===== config.mk =====
export PLATFORM = sky130hd
export DESIGN_NAME = two_way_timesync_pending_table_top
export DESIGN_NICKNAME = d
export VERILOG_FILES = /design/src/hdl/tts_pkg.sv /design/src/hdl/tts_datapath.sv /design/src/hdl/tts_ctrl.sv /design/src/hdl/two_way_timesync_pending_table_top.sv
export SDC_FILE = /design/constraint.sdc
export NUM_CORES = 2
export LEC_CHECK = 0
export ABC_AREA = 1
export BUFFER_PORTS_ARGS = -buffer_cell sky130_fd_sc_hd__buf_4
export CAP_MARGIN = 20
export CORE_UTILIZATION = 34
export CTS_CLUSTER_SIZE = 16
export DETAILED_ROUTE_END_ITERATION = 12
export HOLD_SLACK_MARGIN = 0.03
export PLACE_DENSITY_LB_ADDON = 0.08
export REMOVE_ABC_BUFFERS = 1
export SYNTH_ARGS = -nofsm -noshare
export SYNTH_HDL_FRONTEND = slang
export SYNTH_SLANG_ARGS = --single-unit

===== constraint.sdc =====
create_clock -name clk -period 12.14 [get_ports clk]
set_input_delay 0.607 -clock clk [delete_from_list [all_inputs] [get_ports clk]]
set_output_delay 0.607 -clock clk [all_outputs]
set_load 0.005 [all_outputs]

===== src/hdl/tts_pkg.sv =====
// Shared types and constants for the two-way time-sync pending table.
`timescale 1ns / 1ps
`default_nettype none
package tts_pkg;

  localparam int CfgIdxW = 2;

  typedef enum logic [CfgIdxW-1:0] {
    CFG_WRAP_SPAN = 2'd0,
    CFG_DLY_EN    = 2'd1,
    CFG_EXP_DLY   = 2'd2,
    CFG_MARGIN    = 2'd3
  } cfg_idx_t;

  localparam logic CMD_REQUEST = 1'b0;
  localparam logic CMD_REPLY   = 1'b1;

  localparam logic [1:0] KIND_REQUEST   = 2'd0;
  localparam logic [1:0] KIND_MATCHED   = 2'd1;
  localparam logic [1:0] KIND_UNMATCHED = 2'd2;

  localparam logic [1:0] STAT_OK        = 2'd0;
  localparam logic [1:0] STAT_OVERWRITE = 2'd1;
  localparam logic [1:0] STAT_DELAY     = 2'd2;

  // Input beat fields.
  typedef struct packed {
    logic [31:0] t4;
    logic [31:0] t3;
    logic [31:0] t2;
    logic [31:0] t1;
    logic [7:0]  seq_no;
    logic [7:0]  handle;
    logic [15:0] peer_node;
    logic [7:0]  message_type;
    logic [7:0]  module_id;
  } in_item_t;

  // Result beat fields.
  typedef struct packed {
    logic signed [31:0] clock_offset;
    logic [1:0]  status;
    logic [7:0]  return_type;
    logic [7:0]  out_handle;
    logic        evicted;
    logic [15:0] out_peer;
    logic [7:0]  out_seq_no;
    logic [1:0]  result_kind;
  } out_item_t;

  // Controller to datapath commands.
  typedef struct packed {
    logic load;      // capture input beat
    logic scan;      // process one table slot
    logic commit;    // apply request / reply update
    logic arith;     // compute timestamp differences
    logic finish;    // form sum and difference for the offset
  } dp_cmd_t;

  // Datapath to controller status.
  typedef struct packed {
    logic is_reply;
    logic scan_last;
  } dp_stat_t;

endpackage
`default_nettype wire


===== src/hdl/tts_datapath.sv =====
// Datapath of the pending table: entry registers, slot scan and offset maths.
`timescale 1ns / 1ps
`default_nettype none
module tts_datapath #(
  parameter int ENTRIES = 4
) (
  input  wire logic                clk,
  input  wire logic                rst_n,
  input  wire tts_pkg::in_item_t   in_item,
  input  wire logic                in_cmd,
  input  wire tts_pkg::dp_cmd_t    cmd,
  output tts_pkg::dp_stat_t        stat,
  input  wire logic [31:0]         wrap_span,
  input  wire logic                dly_en,
  input  wire logic signed [31:0]  exp_dly,
  input  wire logic [30:0]         margin,
  output tts_pkg::out_item_t       result
);
  localparam int IdxW = $clog2(ENTRIES);
  localparam logic [2:0] FillAge = 3'(ENTRIES);

  logic [ENTRIES-1:0] occ_r;
  logic [7:0]  mod_r  [ENTRIES];
  logic [7:0]  mt_r   [ENTRIES];
  logic [15:0] peer_r [ENTRIES];
  logic [7:0]  hdl_r  [ENTRIES];
  logic [7:0]  seq_r  [ENTRIES];
  logic [2:0]  age_r  [ENTRIES];
  logic [7:0]  next_seq_r;

  tts_pkg::in_item_t it_r;
  logic              is_reply_r;
  logic [IdxW-1:0]   idx_r;
  // scan findings
  logic              dup_r, empty_f_r, hit_f_r;
  logic [IdxW-1:0]   dup_i_r, empty_i_r, old_i_r, hit_i_r;
  logic signed [32:0] a_r, b_r;
  logic signed [33:0] diff_r, sum_r;
  // offset stage runs the cycle after the sums are registered
  logic              fin_d_r;
  tts_pkg::out_item_t result_r, result_nxt;

  logic key_eq;
  assign key_eq = occ_r[idx_r] && mod_r[idx_r] == it_r.module_id &&
                  mt_r[idx_r] == it_r.message_type && peer_r[idx_r] == it_r.peer_node;

  assign stat.is_reply  = is_reply_r;
  assign stat.scan_last = (idx_r == IdxW'(ENTRIES - 1));
  assign result         = result_r;

  logic [31:0] t3w, t4w;
  logic [31:0] da, db;
  logic [2:0]  dec_age;
  logic [IdxW-1:0] slot;
  logic [2:0]  freed;
  logic signed [33:0] off, dly;
  logic signed [33:0] lo, hi;

  always_comb begin
    t4w = (it_r.t1 > it_r.t4) ? it_r.t4 + wrap_span : it_r.t4;
    t3w = (it_r.t2 > it_r.t3) ? it_r.t3 + wrap_span : it_r.t3;
    da = it_r.t2 - it_r.t1;
    db = t4w - t3w;
    dec_age = age_r[idx_r] - 3'd1;
    slot = dup_r ? dup_i_r : (empty_f_r ? empty_i_r : old_i_r);
    freed = age_r[hit_i_r];
    // truncation toward zero: add one before halving when negative
    off = (diff_r + $signed({33'd0, diff_r[33]})) >>> 1;
    dly = (sum_r + $signed({33'd0, sum_r[33]})) >>> 1;
    lo = 34'(exp_dly) - 34'($signed({1'b0, margin}));
    hi = 34'(exp_dly) + 34'($signed({1'b0, margin}));
  end

  always_comb begin
    result_nxt = result_r;
    if (cmd.commit) begin
      result_nxt = '0;
      if (!is_reply_r) begin
        result_nxt.result_kind = tts_pkg::KIND_REQUEST;
        result_nxt.out_seq_no  = next_seq_r;
        result_nxt.out_peer    = it_r.peer_node;
        if (!dup_r && !empty_f_r) begin
          result_nxt.evicted     = 1'b1;
          result_nxt.out_handle  = hdl_r[old_i_r];
          result_nxt.return_type = mt_r[old_i_r];
          result_nxt.status      = tts_pkg::STAT_OVERWRITE;
        end
      end else begin
        result_nxt.out_seq_no = it_r.seq_no;
        if (!hit_f_r) begin
          result_nxt.result_kind = tts_pkg::KIND_UNMATCHED;
        end else begin
          result_nxt.result_kind = tts_pkg::KIND_MATCHED;
          result_nxt.out_peer    = peer_r[hit_i_r];
          result_nxt.out_handle  = hdl_r[hit_i_r];
          result_nxt.return_type = mt_r[hit_i_r];
        end
      end
    end
    if (fin_d_r) begin
      if (dly_en && (dly < lo || dly > hi)) begin
        result_nxt.status       = tts_pkg::STAT_DELAY;
        result_nxt.clock_offset = '0;
      end else begin
        result_nxt.clock_offset = off[31:0];
      end
    end
  end

  always_ff @(posedge clk) begin
    if (!rst_n) begin
      occ_r      <= '0;
      next_seq_r <= '0;
      fin_d_r    <= 1'b0;
      for (int i = 0; i < ENTRIES; i++) begin
        seq_r[i] <= '0;
        age_r[i] <= '0;
      end
    end else begin
      fin_d_r  <= cmd.finish && is_reply_r && hit_f_r;
      result_r <= result_nxt;
      if (cmd.load) begin
        it_r       <= in_item;
        is_reply_r <= in_cmd;
        idx_r      <= '0;
        dup_r      <= 1'b0;
        empty_f_r  <= 1'b0;
        hit_f_r    <= 1'b0;
        dup_i_r    <= '0;
        empty_i_r  <= '0;
        old_i_r    <= '0;
        hit_i_r    <= '0;
      end
      if (cmd.scan) begin
        if (!stat.scan_last) idx_r <= idx_r + IdxW'(1);
        if (is_reply_r) begin
          if (!hit_f_r && occ_r[idx_r] && seq_r[idx_r] == it_r.seq_no) begin
            hit_f_r <= 1'b1;
            hit_i_r <= idx_r;
          end
        end else if (!dup_r && key_eq) begin
          dup_r   <= 1'b1;
          dup_i_r <= idx_r;
        end else if (!dup_r && !empty_f_r && !occ_r[idx_r]) begin
          empty_f_r <= 1'b1;
          empty_i_r <= idx_r;
        end else if (occ_r[idx_r]) begin
          age_r[idx_r] <= dec_age;
          if (dec_age == 3'd0) old_i_r <= idx_r;
        end
      end
      if (cmd.commit) begin
        if (!is_reply_r) begin
          occ_r[slot]  <= 1'b1;
          mod_r[slot]  <= it_r.module_id;
          mt_r[slot]   <= it_r.message_type;
          peer_r[slot] <= it_r.peer_node;
          hdl_r[slot]  <= it_r.handle;
          seq_r[slot]  <= next_seq_r;
          age_r[slot]  <= FillAge;
          next_seq_r   <= next_seq_r + 8'd1;
        end else if (hit_f_r) begin
          occ_r[hit_i_r] <= 1'b0;
          for (int i = 0; i < ENTRIES; i++)
            if (age_r[i] < freed) age_r[i] <= age_r[i] + 3'd1;
        end
      end
      if (cmd.arith) begin
        a_r <= 33'($signed(da));
        b_r <= 33'($signed(db));
      end
      if (cmd.finish) begin
        diff_r <= 34'(a_r) - 34'(b_r);
        sum_r  <= 34'(a_r) + 34'(b_r);
      end
    end
  end
endmodule
`default_nettype wire


===== src/hdl/tts_ctrl.sv =====
// Controller state machine sequencing the slot scan and result hand-off.
`timescale 1ns / 1ps
`default_nettype none
module tts_ctrl (
  input  wire logic             clk,
  input  wire logic             rst_n,
  input  wire logic             in_tvalid,
  output logic                  in_tready,
  output logic                  out_tvalid,
  input  wire logic             out_tready,
  output tts_pkg::dp_cmd_t      cmd,
  input  wire tts_pkg::dp_stat_t stat
);
  typedef enum logic [2:0] {S_IDLE, S_SCAN, S_COMMIT, S_ARITH, S_FIN, S_OFF, S_OUT} state_t;
  state_t state_r;
  logic   out_tvalid_r;

  assign in_tready  = (state_r == S_IDLE);
  assign out_tvalid = out_tvalid_r;

  always_comb begin
    cmd        = '0;
    cmd.load   = in_tvalid && in_tready;
    cmd.scan   = (state_r == S_SCAN);
    cmd.commit = (state_r == S_COMMIT);
    cmd.arith  = (state_r == S_ARITH);
    cmd.finish = (state_r == S_FIN);
  end

  always_ff @(posedge clk) begin
    if (!rst_n) begin
      state_r      <= S_IDLE;
      out_tvalid_r <= 1'b0;
    end else begin
      unique case (state_r)
        S_IDLE:   if (in_tvalid) state_r <= S_SCAN;
        S_SCAN:   if (stat.scan_last) state_r <= S_COMMIT;
        S_COMMIT: begin
          if (stat.is_reply) state_r <= S_ARITH;
          else begin
            state_r      <= S_OUT;
            out_tvalid_r <= 1'b1;
          end
        end
        S_ARITH:  state_r <= S_FIN;
        S_FIN:    state_r <= S_OFF;
        S_OFF: begin
          state_r      <= S_OUT;
          out_tvalid_r <= 1'b1;
        end
        S_OUT: if (out_tready) begin
          state_r      <= S_IDLE;
          out_tvalid_r <= 1'b0;
        end
        default: state_r <= S_IDLE;
      endcase
    end
  end
endmodule
`default_nettype wire


===== src/hdl/two_way_timesync_pending_table_top.sv =====
// Top level of the two-way time-sync pending table.
//   channel | dir | beat contents
//   in_     | in  | tuser: cmd; tdata: module_id..t4 (176 bits)
//   out_    | out | tdata: result_kind..clock_offset (77 bits, padded to 80)
//   cfg_    | in  | cfg_index (2b), cfg_data (32b), always ready
// The result is registered after the one-slot-a-cycle scan and the commit state for a
// request, and for a reply after the scan, commit, arith, finish and offset states.
// No new beat is accepted before the controller returns to idle.
// Synchronous active-low reset empties the table and zeroes the config and sequence registers.
// A result waits in its register while out_tready is low; no new beat is
// accepted until it is taken.
`timescale 1ns / 1ps
`default_nettype none
module two_way_timesync_pending_table_top #(
  parameter int ENTRIES = 4
) (
  input  wire logic         clk,
  input  wire logic         rst_n,
  input  wire logic         in_tvalid,
  output logic              in_tready,
  input  wire logic [175:0] in_tdata,  // module_id, message_type, peer_node, handle,
                                       // seq_no, t1, t2, t3, t4
  input  wire logic         in_tuser,  // cmd
  output logic              out_tvalid,
  input  wire logic         out_tready,
  output logic [79:0]       out_tdata, // result_kind, out_seq_no, out_peer, evicted,
                                       // out_handle, return_type, status, clock_offset, pad
  input  wire logic         cfg_valid,
  output logic              cfg_ready,
  input  wire logic [1:0]   cfg_index,
  input  wire logic [31:0]  cfg_data
);
  tts_pkg::dp_cmd_t  cmd;
  tts_pkg::dp_stat_t stat;
  tts_pkg::out_item_t result;

  logic [31:0] wrap_span_r;
  logic        dly_en_r;
  logic [31:0] exp_dly_r;
  logic [30:0] margin_r;

  assign cfg_ready = 1'b1;
  always_ff @(posedge clk) begin
    if (!rst_n) begin
      wrap_span_r <= '0;
      dly_en_r    <= 1'b0;
      exp_dly_r   <= '0;
      margin_r    <= '0;
    end else if (cfg_valid) begin
      unique case (tts_pkg::cfg_idx_t'(cfg_index))
        tts_pkg::CFG_WRAP_SPAN: wrap_span_r <= cfg_data;
        tts_pkg::CFG_DLY_EN:    dly_en_r    <= cfg_data[0];
        tts_pkg::CFG_EXP_DLY:   exp_dly_r   <= cfg_data;
        tts_pkg::CFG_MARGIN:    margin_r    <= cfg_data[30:0];
        default: ;
      endcase
    end
  end

  tts_ctrl u_ctrl (
    .clk, .rst_n, .in_tvalid, .in_tready, .out_tvalid, .out_tready, .cmd, .stat
  );

  tts_datapath #(.ENTRIES(ENTRIES)) u_dp (
    .clk, .rst_n,
    .in_item   (tts_pkg::in_item_t'(in_tdata)),
    .in_cmd    (in_tuser),
    .cmd, .stat,
    .wrap_span (wrap_span_r),
    .dly_en    (dly_en_r),
    .exp_dly   ($signed(exp_dly_r)),
    .margin    (margin_r),
    .result
  );

  assign out_tdata = {3'b0, result};
endmodule
`default_nettype wire


==> flow_metrics.tcl <==
set metrics [dict create \
    slew_headroom 0.310 \
    ctsLongestPathBuffers 3 \
    gp_congestion 0.967 \
    holdPathStages 1 \
    h-tree-depth 3 \
    start_kind "register" \
    cts_tree "done" \
    combPwrFrac 0.358 \
    synth.ff_latch_count 719 \
    p_switching_mw 3.59 \
    grt_usage 0.232 \
    max_stage_delay_ns 0.66 \
    drt_first_pass_iters 7 \
    syn_area_mm2 0.0471 \
    r2r_cells 19 \
    critical_path_arrival_ns 6.03 \
    ant_nets 0 \
    io_pins 299 \
    grt_pass1_wl_um 246000 \
    status "complete, no violations" \
    cts_root_buf "clkbuf_16" \
    dp_hpwl_um 129000 \
    fp.dieW_um 374 \
    synth_compound_area_frac 0.138 \
    internal-power_mw 5.70 \
    clock-sinks 719 \
    wirelength_um 166000 \
    crit_chain "ha_1, nand2_1, nor4_1, nand2_1, nor2_1, inv_1, nand2_1, buf_4, clkinv_1, o21ai_0, ha_1, a21oi_1, inv_1, a21oi_1, a21boi_0, o21ai_0, nand2_1, nand2_1, xor2_1" \
    fillers 14000 \
    hold_class "primary input to register" \
    final.min_clock_period_ns 5.59 \
    synthSimpleGateAreaFrac 0.196 \
    vias 40300 \
    synthAdderAreaFrac 0.109 \
    wl_per_cell_um 20.9 \
    core_area_mm2 0.137 \
    clock_latency_ns 0.71 \
    period_share 0.460 \
    drive_gt1_frac 0.0842 \
    total_power_mw 9.29 \
    synth-xor-area-share 0.0526 \
    synth_mux_area_frac 0.000212 \
    powerDensity_mw_per_mm2 168 \
    grt-ovfl-total 0 \
    drv_slew 0 \
    cp_data_required_time_ns 12.58 \
    worstMarginPinSlew_ns 1.03 \
    syn_to_final_growth_pct 17.6 \
    pwr-share-clk 0.299 \
    via_per_inst 5.07 \
    drc 0 \
    antenna_found_initial 11 \
    initial_utilization 0.343 \
    leakage_nw 24.2 \
    crit_family "compound AO/OA/AOI/OAI gates" \
    setup_violations 0 \
    tns_ns 0 \
    port_buffers 294 \
    crit_fanout 46 \
    drt_iter0_drc 2947 \
    avgSynthCellArea_um2 8.25 \
    synth_top_family_by_area "simple AND/OR/NAND/NOR gates" \
    criticalPathCategory "register to register" \
    cap_violations 0 \
    ir_drop_mv 0.130 \
    rsz0062_at_grt "false" \
    ys_types 64 \
    grt_start_max_net_pins 98 \
    slowest_stage "o21ai_0" \
    final_nets 6697 \
    r2r_setup_slack_ns 6.55 \
    switching_share 0.386 \
    rows 136 \
    synthCells 5712 \
    synth_edf_count 600 \
    first_global_vias 39700 \
    final_hold_viol_count 0 \
    path_clk_slew_ns 0.06 \
    fin_skew_ns 0.0424 \
    ys_seq_area_frac 0.433 \
    cp_num_buf_inv 4 \
    async_reset_ff_frac 0 \
    fmax_ghz 0.179 \
    seqPwrFrac 0.343 \
    die_h_um 374 \
    cpMostUsedCell "nand2_1" \
    cp-end-kind "register" \
    yosys_warnings 0 \
    cts_buffers 88 \
    crit_cells 19 \
    die_area_mm2 0.140 \
    synth-main-ff-cell "edfxtp_1" \
]
[cells in the mapped netlist (4+ instances only)]
cell | n | area (um^2)
a221oi_1 | 10 | 87.6
nand3b_1 | 16 | 120
nand2_1 | 1117 | 4190
clkbuf_1 | 130 | 488
o21ai_1 | 6 | 30.0
o211ai_1 | 16 | 120
nor4_1 | 39 | 244
dfxtp_1 | 119 | 2380
ha_1 | 397 | 4970
o21bai_1 | 39 | 293
a21boi_0 | 14 | 105
o22ai_1 | 23 | 144
a21oi_1 | 436 | 2180
o21a_1 | 16 | 120
buf_4 | 7 | 52.6
nor2_1 | 688 | 2580
buf_6 | 6 | 67.6
buf_2 | 19 | 95.1
nor3_1 | 68 | 340
inv_2 | 15 | 56.3
inv_1 | 691 | 2590
a21o_1 | 25 | 188
xor2_1 | 220 | 1930
a22o_1 | 22 | 193
nand3_1 | 233 | 1170
buf_1 | 6 | 22.5
or2_2 | 6 | 37.5
a21boi_1 | 4 | 30.0
nand4_1 | 60 | 375
o221ai_1 | 4 | 35.0
and2_1 | 6 | 37.5
fa_1 | 8 | 160
o21ai_0 | 509 | 2550
o2111ai_1 | 4 | 35.0
a31oi_1 | 27 | 169
edfxtp_1 | 600 | 18000
clkinv_1 | 5 | 18.8
xnor2_1 | 63 | 552
[metal layers]
layer	share of wire	global-route usage
met1	0.48	0.322
met2	0.46	0.380
met3	0.042	0.0309
met4	0.023	0.0563
met5	0.00040	0
[cell type report]
cell class	instances	area, um^2	area share
inverters	711	2670	0.0482
well taps	1794	2240	0.0405
clock buffers	105	2320	0.0418
diodes	3	7.51	0.000136
repair buffers	440	3600	0.0649
clock inverters	60	741	0.0134
flip-flops and latches	719	20400	0.368
multi-input cells	4116	23400	0.423
[per-stage QoR]
stage	cells	worst slack, ns	hold slack, ns	util	area [um^2]
floorplan	5546	3.15	0.412	-	46400
global placement	7667	6.48	0.433	0.372	51200
detailed placement	7667	6.57	0.432	0.372	51200
CTS	7944	6.53	0.0301	0.403	55400
global route	7946	6.06	0.0361	0.403	55400
finish	7948	6.55	0.0782	0.403	55400
[state kept, by name (all words and copies together), names as in the netlist, 33 cells and up, named ones only]
| signal | flops |
|---|---|
| u_dp.it_r | 176 |
| u_dp.peer_r | 64 |
| u_dp.sum_r | 33 |
| u_dp.result | 77 |
[what timing repair did]
item | 4_1_cts | 5_1_grt
hold buffers | 112 | 0
buffers inserted | 0 | 0
gates resized for setup | 0 | 0
endpoints found under the hold margin | 112 | 0
[cells by family after synthesis]
group	after synthesis
buffers and inverters	879
DFF	719
other	2
adders and majority gates	405
and+or+nand+nor	2246
AOI/OAI and AO/OA	1177
xor gates and xnor gates	283
muxes	1
[cell usage in the layout, fill, tap and decap left out, drive strengths merged, types with 12 or more instances in the layout]
| master | count |
|---|---|
| nand2 | 1118 |
| inv | 708 |
| nor2 | 691 |
| edfxtp | 600 |
| o21ai | 517 |
| a21oi | 438 |
| ha | 397 |
| buf | 328 |
| nand3 | 233 |
| xor2 | 220 |
| dfxtp | 119 |
| dlygate4sd3 | 112 |
| clkbuf | 105 |
| nor3 | 72 |
| xnor2 | 63 |
| nand4 | 60 |
| clkinv | 48 |
| o21bai | 39 |
| nor4 | 39 |
| a31oi | 27 |
| a21o | 25 |
| o22ai | 23 |
| a22o | 22 |
| a21boi | 18 |
| o21a | 16 |
| o211ai | 16 |
| nand3b | 16 |
| bufinv | 12 |
[power groups by stage]
stage,clock network (mW),logic [mW],registers [mW]
3_5_place_dp,0,3.29,3.24
3_3_place_gp,0,3.30,3.24
5_1_grt,2.93,3.71,3.21
6_report,2.77,3.33,3.19
4_1_cts,2.85,3.33,3.19
2_1_floorplan,0,2.04,3.24
[worst paths after layout]
path | start | to
max | u_dp.it_r[79] | u_dp.b_r[20]
min | in_tdata[44] | u_dp.it_r[44]
max reg2reg | u_dp.it_r[79] | u_dp.b_r[20]
min reg2reg | u_dp.next_seq_r[7] | u_dp.next_seq_r[7]
(Power assumes the default switching activity.)
